File: config.mk
export PLATFORM = sky130hd
export DESIGN_NAME = crtt_lane
export DESIGN_NICKNAME = d
export VERILOG_FILES = /design/src/hw/rtl/crtt_pkg.sv /design/src/hw/rtl/crtt_lane.sv
export SDC_FILE = /design/constraint.sdc
export NUM_CORES = 2
export LEC_CHECK = 0
export BUFFER_PORTS_ARGS = -buffer_cell sky130_fd_sc_hd__buf_2
export CORE_AREA = 2 2 349 351
export DETAILED_ROUTE_END_ITERATION = 7
export DIE_AREA = 0 0 351 353
export GPL_TIMING_DRIVEN = 0
export HOLD_SLACK_MARGIN = 0.12
export SYNTH_ARGS = -nofsm -noshare
export SYNTH_HDL_FRONTEND = slang
export SYNTH_SLANG_ARGS = --single-unit
File: constraint.sdc
create_clock -name clk -period 8.15 [get_ports clk]
set_input_delay 1.63 -clock clk [delete_from_list [all_inputs] [get_ports clk]]
set_output_delay 1.63 -clock clk [all_outputs]
set_load 0.05 [all_outputs]
File: src/hw/rtl/crtt_pkg.sv
// ----------------------------------------------------------------------------
// crtt_pkg
// Shared types and constants for the trail tessellator: weight format,
// issue descriptor and control point ordering of the three segments.
// ----------------------------------------------------------------------------
package crtt_pkg;

  // blend weights carry 10 fraction bits, range well inside 12 signed bits
  localparam int WEIGHT_FRAC = 10;
  localparam int WEIGHT_W    = 12;
  localparam int INDEX_W     = 5;
  localparam int NUM_PTS     = 4;
  localparam int NUM_AXES    = 3;

  typedef logic signed [WEIGHT_W-1:0] weight_t;

  // segment codes, newest segment first
  typedef enum logic [1:0] {
    SEG_NEW = 2'd0,
    SEG_MID = 2'd1,
    SEG_OLD = 2'd2
  } seg_t;

  // one vertex issued into the blend pipeline
  typedef struct packed {
    logic               valid;
    seg_t               seg;
    logic [INDEX_W-1:0] vertex_index;
    logic               last;
  } issue_t;

  // history age (0 newest) used at blend position p of a segment
  function automatic logic [1:0] seg_age(input seg_t seg, input logic [1:0] p);
    logic [1:0] age;
    case (seg)
      SEG_NEW: age = (p == 2'd0) ? 2'd0 : 2'(p - 2'd1);
      SEG_MID: age = p;
      SEG_OLD: age = (p == 2'd3) ? 2'd3 : 2'(p + 2'd1);
      default: age = p;
    endcase
    return age;
  endfunction

endpackage

File: src/hw/rtl/crtt_lane.sv
// ----------------------------------------------------------------------------
// crtt_lane
// One coordinate blend: four weighted products in a register stage, then
// sum, arithmetic shift and saturation into the result register.
// ----------------------------------------------------------------------------
module crtt_lane #(
  parameter int COORD_WIDTH = 24
) (
  input  logic                          clk,
  input  logic                          advance,
  input  logic signed [COORD_WIDTH-1:0] pts [crtt_pkg::NUM_PTS],
  input  crtt_pkg::weight_t             wts [crtt_pkg::NUM_PTS],
  output logic signed [COORD_WIDTH-1:0] coord
);

  localparam int WW = crtt_pkg::WEIGHT_W;
  localparam int PW = COORD_WIDTH + WW;
  localparam int SW = PW + 2;

  localparam logic signed [SW-1:0] HI = SW'((64'sd1 <<< (COORD_WIDTH - 1)) - 64'sd1);
  localparam logic signed [SW-1:0] LO = SW'(-(64'sd1 <<< (COORD_WIDTH - 1)));

  logic signed [PW-1:0]          prod_r   [crtt_pkg::NUM_PTS];
  logic signed [PW-1:0]          prod_nxt [crtt_pkg::NUM_PTS];
  logic signed [SW-1:0]          sum;
  logic signed [SW-1:0]          q;
  logic signed [COORD_WIDTH-1:0] coord_r, coord_nxt;

  // products, operands sign-extended to the product width
  always_comb begin
    for (int p = 0; p < crtt_pkg::NUM_PTS; p++) begin
      prod_nxt[p] = $signed({{WW{pts[p][COORD_WIDTH-1]}}, pts[p]})
                  * $signed({{COORD_WIDTH{wts[p][WW-1]}}, wts[p]});
    end
  end

  // sum, floor shift and clamp to the coordinate range
  always_comb begin
    sum = $signed({{2{prod_r[0][PW-1]}}, prod_r[0]})
        + $signed({{2{prod_r[1][PW-1]}}, prod_r[1]})
        + $signed({{2{prod_r[2][PW-1]}}, prod_r[2]})
        + $signed({{2{prod_r[3][PW-1]}}, prod_r[3]});
    q = sum >>> crtt_pkg::WEIGHT_FRAC;
    if (q > HI) begin
      coord_nxt = HI[COORD_WIDTH-1:0];
    end else if (q < LO) begin
      coord_nxt = LO[COORD_WIDTH-1:0];
    end else begin
      coord_nxt = q[COORD_WIDTH-1:0];
    end
  end

  always_ff @(posedge clk) begin
    if (advance) begin
      for (int p = 0; p < crtt_pkg::NUM_PTS; p++) begin
        prod_r[p] <= prod_nxt[p];
      end
      coord_r <= coord_nxt;
    end
  end

  assign coord = coord_r;

endmodule

==> flow_summary.yaml <==
status:
  status: "complete, no violations"
sta:
  tightest_slew_ns: 0.893
  finalSetupViolCount: 0
  skew_ns: 0.0129
  finalSetupTns_ns: 0
  rsz0062_at_grt: "no"
  hold_violations: 0
  timing.final.crit_period_ns: 7.97
  maxSlewHeadroom_pct: 39.6
  drv_slew: 0
  period_share_pct: 97.8
  fmax_ghz: 0.125
final_layout:
  fin_nets: 6974
  multi_input_area_um2: 36700
  final_cell_area_um2: 51400
  seq_area_um2: 5040
  mostFrequentLayoutCells: "1430 x inv_1, 1104 x fa_1, 852 x nand2_1, 335 x ha_1, 268 x and2_1"
  post-route-util_pct: 42.7
  syn2layout_area_growth_pct: 7.50
  layout.cells.non_filler: 7037
  num-fill-cells: 11900
  drive_above_1_share_pct: 4.68
  final_common_cell: "inv_1"
worst_setup_path:
  worst_path_largest_cell_delay_ns: 0.78
  crit_required_ns: 8.28
  worstSetupStartpointType: "input pin"
  crit_path_end_kind: "flip-flop"
  cp_max_fo: 10
  worstPathArrival_ns: 8.10
  cp_slowest_cell: "o311ai_1"
  path_common_cell: "fa_1"
  path_cells: "buf_2, clkbuf_1, nand2_1, fa_1, inv_1, fa_1, fa_1, fa_1, inv_1, fa_1, inv_1, ha_1, a21o_1, a21o_1, a21oi_1, o31ai_1, or3_1, o211ai_1, o311ai_1, a21o_1, o311ai_1"
  crit_type: "in -> reg"
clock_network:
  clkLatencyLatePin_ns: 0.45
  htree_levels: 4
  clkSlewWorstSetupHoldPaths_ns: 0.07
  root_buffer: "clkbuf_16"
  hold_buffers: 0
  clk_path_buf_depth: 2
  cts_made_buffers: 17
  cts_tree: "done"
  cts.sink_count: 168
routing:
  drtIter0Drc: 1938
  routed-via-count: 34200
  remaining_drc_errors: 0
  wire_per_inst_um: 17.4
  drtPass1Iterations: 5
  drt_wl_total_um: 123000
  postRouteAntennaNets: 0
  vias_per_cell: 4.85
floorplanning:
  die_width_um: 351
  io_pins: 170
  initial_core_util_pct: 39.7
  core_region_area_um2: 121000
  die_y_um: 353
  die_area_um2: 124000
  num_rows: 128
placement:
  detailed_place_hpwl_um: 107000
  port_buffers: 169
  placedCellCount: 6996
  placed_area_um2: 50800
  gp_congestion: 0.912
synthesis:
  yosysWarnings: 0
  synth_edf_count: 168
  synth_cell_types: 72
  syn_area_um2: 47900
  yosys.area.top_type: "fa_1"
  ys_seq_area_share_pct: 10.5
  yosysTopAreaCellShare_pct: 46.2
  avgSynthCellArea_um2: 9.20
  synth_area_leaders: "fa_1 46%, inv_1 11%, edfxtp_1 11%, ha_1 8.8%, nand2_1 6.7%"
  synth-async-reset-ratio_pct: 0
  syn_nets: 6786
  ys_seq_elements: 168
  syn_inst: 5201
  synth_top_flop_cell: "edfxtp_1"
global_routing:
  track_usage_pct: 20.7
  grt_max_degree: 89
  antenna_found_initial: 13
  grt_pass1_vias: 36400
  grt-ovfl-total: 0
  grt_pass1_wl_um: 199000
worst_hold_path:
  hp-class: "reg -> reg"
run:
  cap_violations: 0
per-stage QoR:
step	hold WS [ns]	setup slack [ns]
3_5_place_dp	1.13	-0.605
4_1_cts	1.16	0.102
6_report	1.15	0.176
5_1_grt	1.22	0.00553
3_3_place_gp	1.12	-0.662
2_1_floorplan	0.982	1.12
per-layer routing:
metal | share of wire [%] | global-route usage, % | vias to the layer above
met1 | 44 | 28.4 | 17700
met5 | 0.0090 | 0 | -
met2 | 49 | 35.2 | 762
met3 | 4.8 | 2.44 | 121
li1 | - | - | 15600
met4 | 2.0 | 4.25 | 2
area by class of cell:
cell class / count / area share (%)
repair buffers: 170 / 1.72
well taps: 1625 / 3.95
inverters: 1430 / 10.4
clock inverters: 15 / 0.350
diodes: 10 / 0.0486
flip-flops and latches: 168 / 9.81
clock buffers: 17 / 0.827
multi-input cells: 3404 / 71.4
plain buffers: 198 / 1.50
worst paths after layout:
check                                     end  depth (start not counted)     startpoint  slack [ns]
worst max-delay path            prod_r[3][33]                         21         wts[8]        0.18
worst min-delay path                coord[23]                          3  prod_r[1][35]        1.15
worst max register to register      coord[10]                         16  prod_r[0][10]        3.20
worst min register to register      coord[23]                          3  prod_r[1][35]        1.15
registers in the layout, summed over array words and instances (netlist names):
name    count
prod_r    144
coord      24
cell families (layout without fill, tap and decap cells):
| kind of cell | count (synthesis) | in the layout | synth area share [%] |
|---|---|---|---|
| AO/OA/AOI/OAI | 407 | 407 | 5.75 |
| XOR/XNOR | 158 | 158 | 2.91 |
| adder cells (fa/ha/maj) | 1439 | 1439 | 54.9 |
| buffers and inverters | 1629 | 1830 | 12.8 |
| flip-flops | 168 | 168 | 10.5 |
| multiplexers | 2 | 2 | 0.0444 |
| other | 0 | 10 | 0 |
| AND/OR/NAND/NOR | 1398 | 1398 | 13.0 |
synthesized netlist by cell type (19+ instances only):
cell and instances:
o21ai_0 61, nand2_1 852, nor2_1 150, o21a_1 19, xor2_1 38, and2_1 268
nand2b_1 25, xnor2_1 119, fa_1 1104, nor3_1 21, ha_1 335, a21o_1 95
inv_1 1430, edfxtp_1 168, clkbuf_1 194, a21oi_1 107
worst max-delay path: cells and delay by family:
| family | cells | cell delay [ns] |
|---|---|---|
| AO/OA/AOI/OAI | 8 | 2.25 |
| adder cells (fa/ha/maj) | 6 | 2.82 |
| buffers and inverters | 5 | 0.92 |
| AND/OR/NAND/NOR | 2 | 0.48 |
timing repair:
action	4_1_cts	5_1_grt
pin swaps	0	0
gates cloned	0	0
endpoints found under the setup margin	2	9
buffers inserted	0	0
resized for setup	2	36
Power is not shown: default switching activity piles up to over one toggle a cycle in this logic, so the estimate is an artifact.
