### config.mk
export PLATFORM = sky130hd
export DESIGN_NAME = crtt_seq
export DESIGN_NICKNAME = d
export VERILOG_FILES = /design/src/hw/rtl/crtt_pkg.sv /design/src/hw/rtl/crtt_seq.sv
export SDC_FILE = /design/constraint.sdc
export NUM_CORES = 1
export LEC_CHECK = 0
export ABC_CLOCK_PERIOD_IN_PS = 1940
export BUFFER_PORTS_ARGS = -buffer_cell sky130_fd_sc_hd__buf_2
export CAP_MARGIN = 40
export CORE_MARGIN = 5
export CORE_UTILIZATION = 45
export CTS_CLUSTER_DIAMETER = 80
export DETAILED_ROUTE_END_ITERATION = 12
export GPL_ROUTABILITY_DRIVEN = 0
export PLACE_DENSITY = 0.68
export SLEW_MARGIN = 30
export SYNTH_ARGS = -nofsm -noshare
export SYNTH_HDL_FRONTEND = slang
export SYNTH_SLANG_ARGS = --single-unit
### constraint.sdc
create_clock -name clk -period 1.94 [get_ports clk]
set_input_delay 0.194 -clock clk [delete_from_list [all_inputs] [get_ports clk]]
set_output_delay 0.194 -clock clk [all_outputs]
set_load 0.01 [all_outputs]
### src/hw/rtl/crtt_pkg.sv
// ----------------------------------------------------------------------------
// crtt_pkg
// Shared types and constants for the trail tessellator: weight format,
// issue descriptor and control point ordering of the three segments.
// ----------------------------------------------------------------------------
package crtt_pkg;

  // blend weights carry 10 fraction bits, range well inside 12 signed bits
  localparam int WEIGHT_FRAC = 10;
  localparam int WEIGHT_W    = 12;
  localparam int INDEX_W     = 5;
  localparam int NUM_PTS     = 4;
  localparam int NUM_AXES    = 3;

  typedef logic signed [WEIGHT_W-1:0] weight_t;

  // segment codes, newest segment first
  typedef enum logic [1:0] {
    SEG_NEW = 2'd0,
    SEG_MID = 2'd1,
    SEG_OLD = 2'd2
  } seg_t;

  // one vertex issued into the blend pipeline
  typedef struct packed {
    logic               valid;
    seg_t               seg;
    logic [INDEX_W-1:0] vertex_index;
    logic               last;
  } issue_t;

  // history age (0 newest) used at blend position p of a segment
  function automatic logic [1:0] seg_age(input seg_t seg, input logic [1:0] p);
    logic [1:0] age;
    case (seg)
      SEG_NEW: age = (p == 2'd0) ? 2'd0 : 2'(p - 2'd1);
      SEG_MID: age = p;
      SEG_OLD: age = (p == 2'd3) ? 2'd3 : 2'(p + 2'd1);
      default: age = p;
    endcase
    return age;
  endfunction

endpackage

### src/hw/rtl/crtt_seq.sv
// ----------------------------------------------------------------------------
// crtt_seq
// Vertex sequencer: walks the vertex positions of one item, maps each to a
// segment and step, and decides when the next input transfer is taken.
// ----------------------------------------------------------------------------
module crtt_seq #(
  parameter int SEGMENT_STEPS = 8
) (
  input  logic                                  clk,
  input  logic                                  rst_n,
  input  logic                                  advance,
  input  logic                                  in_valid,
  output logic                                  in_stall,
  output logic                                  accept,
  output crtt_pkg::issue_t                      iss,
  output logic [$clog2(SEGMENT_STEPS+1)-1:0]    step
);

  localparam int N_VERT = 3 * SEGMENT_STEPS + 6;
  localparam int KW     = $clog2(N_VERT);
  localparam int JW     = $clog2(SEGMENT_STEPS + 1);

  localparam logic [KW-1:0] K_S   = KW'(SEGMENT_STEPS);
  localparam logic [KW-1:0] K_C1  = KW'(SEGMENT_STEPS + 1);
  localparam logic [KW-1:0] K_S1  = KW'(SEGMENT_STEPS + 2);
  localparam logic [KW-1:0] K_C2  = KW'(2 * SEGMENT_STEPS + 3);
  localparam logic [KW-1:0] K_S2  = KW'(2 * SEGMENT_STEPS + 4);
  localparam logic [KW-1:0] K_END = KW'(3 * SEGMENT_STEPS + 5);

  logic            run_r, run_nxt;
  logic [KW-1:0]   k_r, k_nxt;
  logic            last_k;
  logic            in_ready;
  logic            issue_valid;
  logic [KW-1:0]   kd;
  logic [KW+4:0]   kx;
  crtt_pkg::seg_t  seg_sel;

  // handshake: idle takes a transfer at once, a run hands over on its last vertex
  assign last_k      = (k_r == K_END);
  assign in_ready    = !run_r || (advance && last_k);
  assign in_stall    = !in_ready;
  assign accept      = in_valid && in_ready;
  assign issue_valid = run_r && advance;

  // run state
  always_comb begin
    run_nxt = run_r;
    k_nxt   = k_r;
    if (accept) begin
      run_nxt = 1'b1;
      k_nxt   = '0;
    end else if (issue_valid) begin
      if (last_k) begin
        run_nxt = 1'b0;
        k_nxt   = '0;
      end else begin
        k_nxt = k_r + KW'(1);
      end
    end
  end

  always_ff @(posedge clk) begin
    if (!rst_n) begin
      run_r <= 1'b0;
      k_r   <= '0;
    end else begin
      run_r <= run_nxt;
      k_r   <= k_nxt;
    end
  end

  // position to segment and step; the plain control points are blends at
  // a segment end
  always_comb begin
    seg_sel = crtt_pkg::SEG_OLD;
    kd      = K_S;
    if (k_r <= K_S) begin
      seg_sel = crtt_pkg::SEG_NEW;
      kd      = k_r;
    end else if (k_r == K_C1) begin
      seg_sel = crtt_pkg::SEG_MID;
      kd      = '0;
    end else if (k_r < K_C2) begin
      seg_sel = crtt_pkg::SEG_MID;
      kd      = k_r - K_S1;
    end else if (k_r == K_C2) begin
      seg_sel = crtt_pkg::SEG_OLD;
      kd      = '0;
    end else if (k_r < K_END) begin
      seg_sel = crtt_pkg::SEG_OLD;
      kd      = k_r - K_S2;
    end
  end

  assign kx               = {5'b0, k_r};
  assign step             = kd[JW-1:0];
  assign iss.seg          = seg_sel;
  assign iss.valid        = issue_valid;
  assign iss.vertex_index = kx[crtt_pkg::INDEX_W-1:0];
  assign iss.last         = last_k;

endmodule

==> flow_metrics.env <==
export IMPL_final_nets=118
export IMPL_fp_dieW_um=46.5
export IMPL_clock_tree_buffer_depth=2
export IMPL_grt_max_degree=10
export IMPL_root_buffer="clkbuf_4"
export IMPL_wl_per_cell_um=12.5
export IMPL_synth_top_flop_cell="dfxtp_1"
export IMPL_min_period_ns=1.97
export IMPL_rsz0062_at_grt="true"
export IMPL_synth_area_leaders="ha_1 21%, dfxtp_1 20%, nor2_1 5.6%"
export IMPL_synth_edff_count=0
export IMPL_start_util_pct=46.6
export IMPL_finalPower_uw=277
export IMPL_crit_path_start_kind="register"
export IMPL_worstPathRequired_ns=1.75
export IMPL_worst_slack_ns=-0.0252
export IMPL_slew_viol_final=0
export IMPL_wl_met1_um=660
export IMPL_post_route_util_pct=66.5
export IMPL_synthCells=74
export IMPL_area_growth_pct=42.6
export IMPL_drive_gt1_share_pct=47.1
export IMPL_min_to="run_r"
export IMPL_reg2reg_slack_ns=0.36
export IMPL_antenna_found_initial=0
export IMPL_violations="setup timing"
export IMPL_via_per_inst=5.17
export IMPL_ys_warn_count=0
export IMPL_max_slew_margin_rel_pct=78.3
export IMPL_wl_met3_um=90
export IMPL_holdPathStages=2
export IMPL_skew_ns=0.00364
export IMPL_setup_viol=3
export IMPL_most_common_layout_cells="17 x buf_2, 9 x nor2_1, 9 x ha_1, 9 x buf_4, 6 x nand2_1"
export IMPL_timing_rr_start="k_r[1]"
export IMPL_min_from="rst_n"
export IMPL_crit_fanout=8
export IMPL_synth_top_area_share_pct=20.9
export IMPL_vias=605
export IMPL_cp_data_arrival_time_ns=1.77
export IMPL_post_route_period_util_pct=101
export IMPL_ios=19
export IMPL_cts_tree="yes"
export IMPL_end_kind="output port"
export IMPL_grt_overflow_total=0
export IMPL_cts_sinks=6
export IMPL_drc_errors=0
export IMPL_num_rows=13
export IMPL_synth_top_area_cell="ha_1"
export IMPL_syn_num_nets=88
export IMPL_drv_cap=0
export IMPL_drt_wl_total_mm=1.46
export IMPL_max_freq_mhz=509
export IMPL_first_pass_iters=2
export IMPL_clock_latency_ns=0.24
export IMPL_portBuffers=18
export IMPL_synth_area_um2=599
export IMPL_die_h_um=46.5
export IMPL_p_leak_nw=0.429
export IMPL_layout_commonest_cell="buf_2"
export IMPL_async_reset_ff_share_pct=0
export IMPL_fp_coreArea_mm2=0.00128
export IMPL_htreeDepth=1
export IMPL_die_area_mm2=0.00216
export IMPL_wl_met2_um=684
export IMPL_status="complete, but fails checks"
export IMPL_dpl_hpwl_mm=1.15
export IMPL_syn_area_per_cell_um2=8.10
export IMPL_dr_max_layer_used="met4"
export IMPL_hp_class="input port to register"
export IMPL_grt_pass1_wl_mm=2.68
export IMPL_rr_worst_depth=7
export IMPL_p_per_area_mw_per_mm2=324
export IMPL_ys_ff_latch=6
export IMPL_grt_pass1_vias=630
export IMPL_final_antenna_net_count=0
export IMPL_fill_cells=116
export IMPL_critPathKind="register to output port"
export IMPL_yosys_cell_types_count=30
export IMPL_path_clk_slew_ns=0.04
export IMPL_sequential_cell_area_um2=126
export IMPL_ir_drop_mv=0.289
export IMPL_whs_ns=0.179
export IMPL_tns_ns=-0.0304
export IMPL_multiInputGateArea_um2=475
export IMPL_worstReg2RegEnd="k_r[3]"
export IMPL_ys_seq_area_share_pct=20.0
export IMPL_grtUsageTotal_pct=17.4
export IMPL_hold_violations=0
export IMPL_dr_first_iter_drc_count=4
export IMPL_worst_pin_slew_ns=0.322
export IMPL_cts_made_buffers=3
export IMPL_antenna_cells=0
how the worst max path moves through the flow:
stage | startpoint | to | slack, ns
5_1_grt | k_r[1] | step[3] | -0.12
6_report | k_r[1] | step[1] | -0.03
4_1_cts | k_r[1] | step[1] | -0.05
3_3_place_gp | k_r[2] | step[1] | 0.07
2_1_floorplan | k_r[1] | step[2] | 0.01
3_5_place_dp | k_r[2] | step[3] | 0.05
where the power goes:
group | internal (mW) | total, mW | switching, mW
Clock | 0.0698 | 0.112 | 0.0420
Combinational | 0.0177 | 0.0376 | 0.0200
Sequential | 0.125 | 0.128 | 0.00267
Total | 0.213 | 0.277 | 0.0646
cells in the mapped netlist (2+ instances only):
| library cell | count |
|---|---|
| dfxtp_1 | 6 |
| nor2_1 | 9 |
| and3_1 | 2 |
| buf_4 | 2 |
| xnor2_1 | 2 |
| o21ai_0 | 2 |
| a21oi_1 | 4 |
| ha_1 | 10 |
| nand2_1 | 7 |
| inv_1 | 6 |
| a31oi_1 | 2 |
| nand3_1 | 4 |
layer usage:
layer  vias to the layer above  global-route usage [%]
met2                        18                    29.1
met4                         0                    10.2
met5                         -                       0
met1                       269                    21.4
met3                         4                    1.17
li1                        314                       -
stage by stage:
| step | area, um2 | setup slack [ns] | instances |
|---|---|---|---|
| global placement | 739 | 0.0690 | 111 |
| floorplan | 601 | 0.0132 | 74 |
| global route | 855 | -0.115 | 117 |
| finish | 855 | -0.0252 | 117 |
| CTS | 836 | -0.0482 | 117 |
| detailed placement | 739 | 0.0534 | 111 |
sequential cells by signal, indices dropped and copies added, names as in the netlist:
register	cells
k_r	5
run_r	1
final cells by class:
| class | count | area share (%) |
|---|---|---|
| clock buffer | 3 | 2.64 |
| multi-input combinational | 58 | 55.6 |
| sequential | 6 | 14.8 |
| inverter | 6 | 2.93 |
| tap | 15 | 2.20 |
| timing repair buffer | 29 | 21.8 |
critical path, stage by stage (launching register included):
cell and delay, ns:
dfxtp_2 0.33, buf_6 0.13, ha_4 0.14, a211o_1 0.26, and2_4 0.20, o41ai_2 0.30, buf_2 0.17
logic make-up after synthesis:
| logic type | share of synthesized area (%) |
|---|---|
| compound gates | 23.2 |
| xor+xnor | 4.38 |
| fa+ha+maj | 20.9 |
| buf+inv | 8.77 |
| flops | 20.0 |
| simple gates | 22.8 |
what timing repair did:
item / CTS / global route
resized for setup: 12 / 5
pin swaps: 6 / 2
setup buffers: 3 / 0
hold buffers: 0 / 0
setup endpoints to repair: 4 / 5
cloned: 0 / 0
Note: power is estimated with default switching activity, not from simulation.
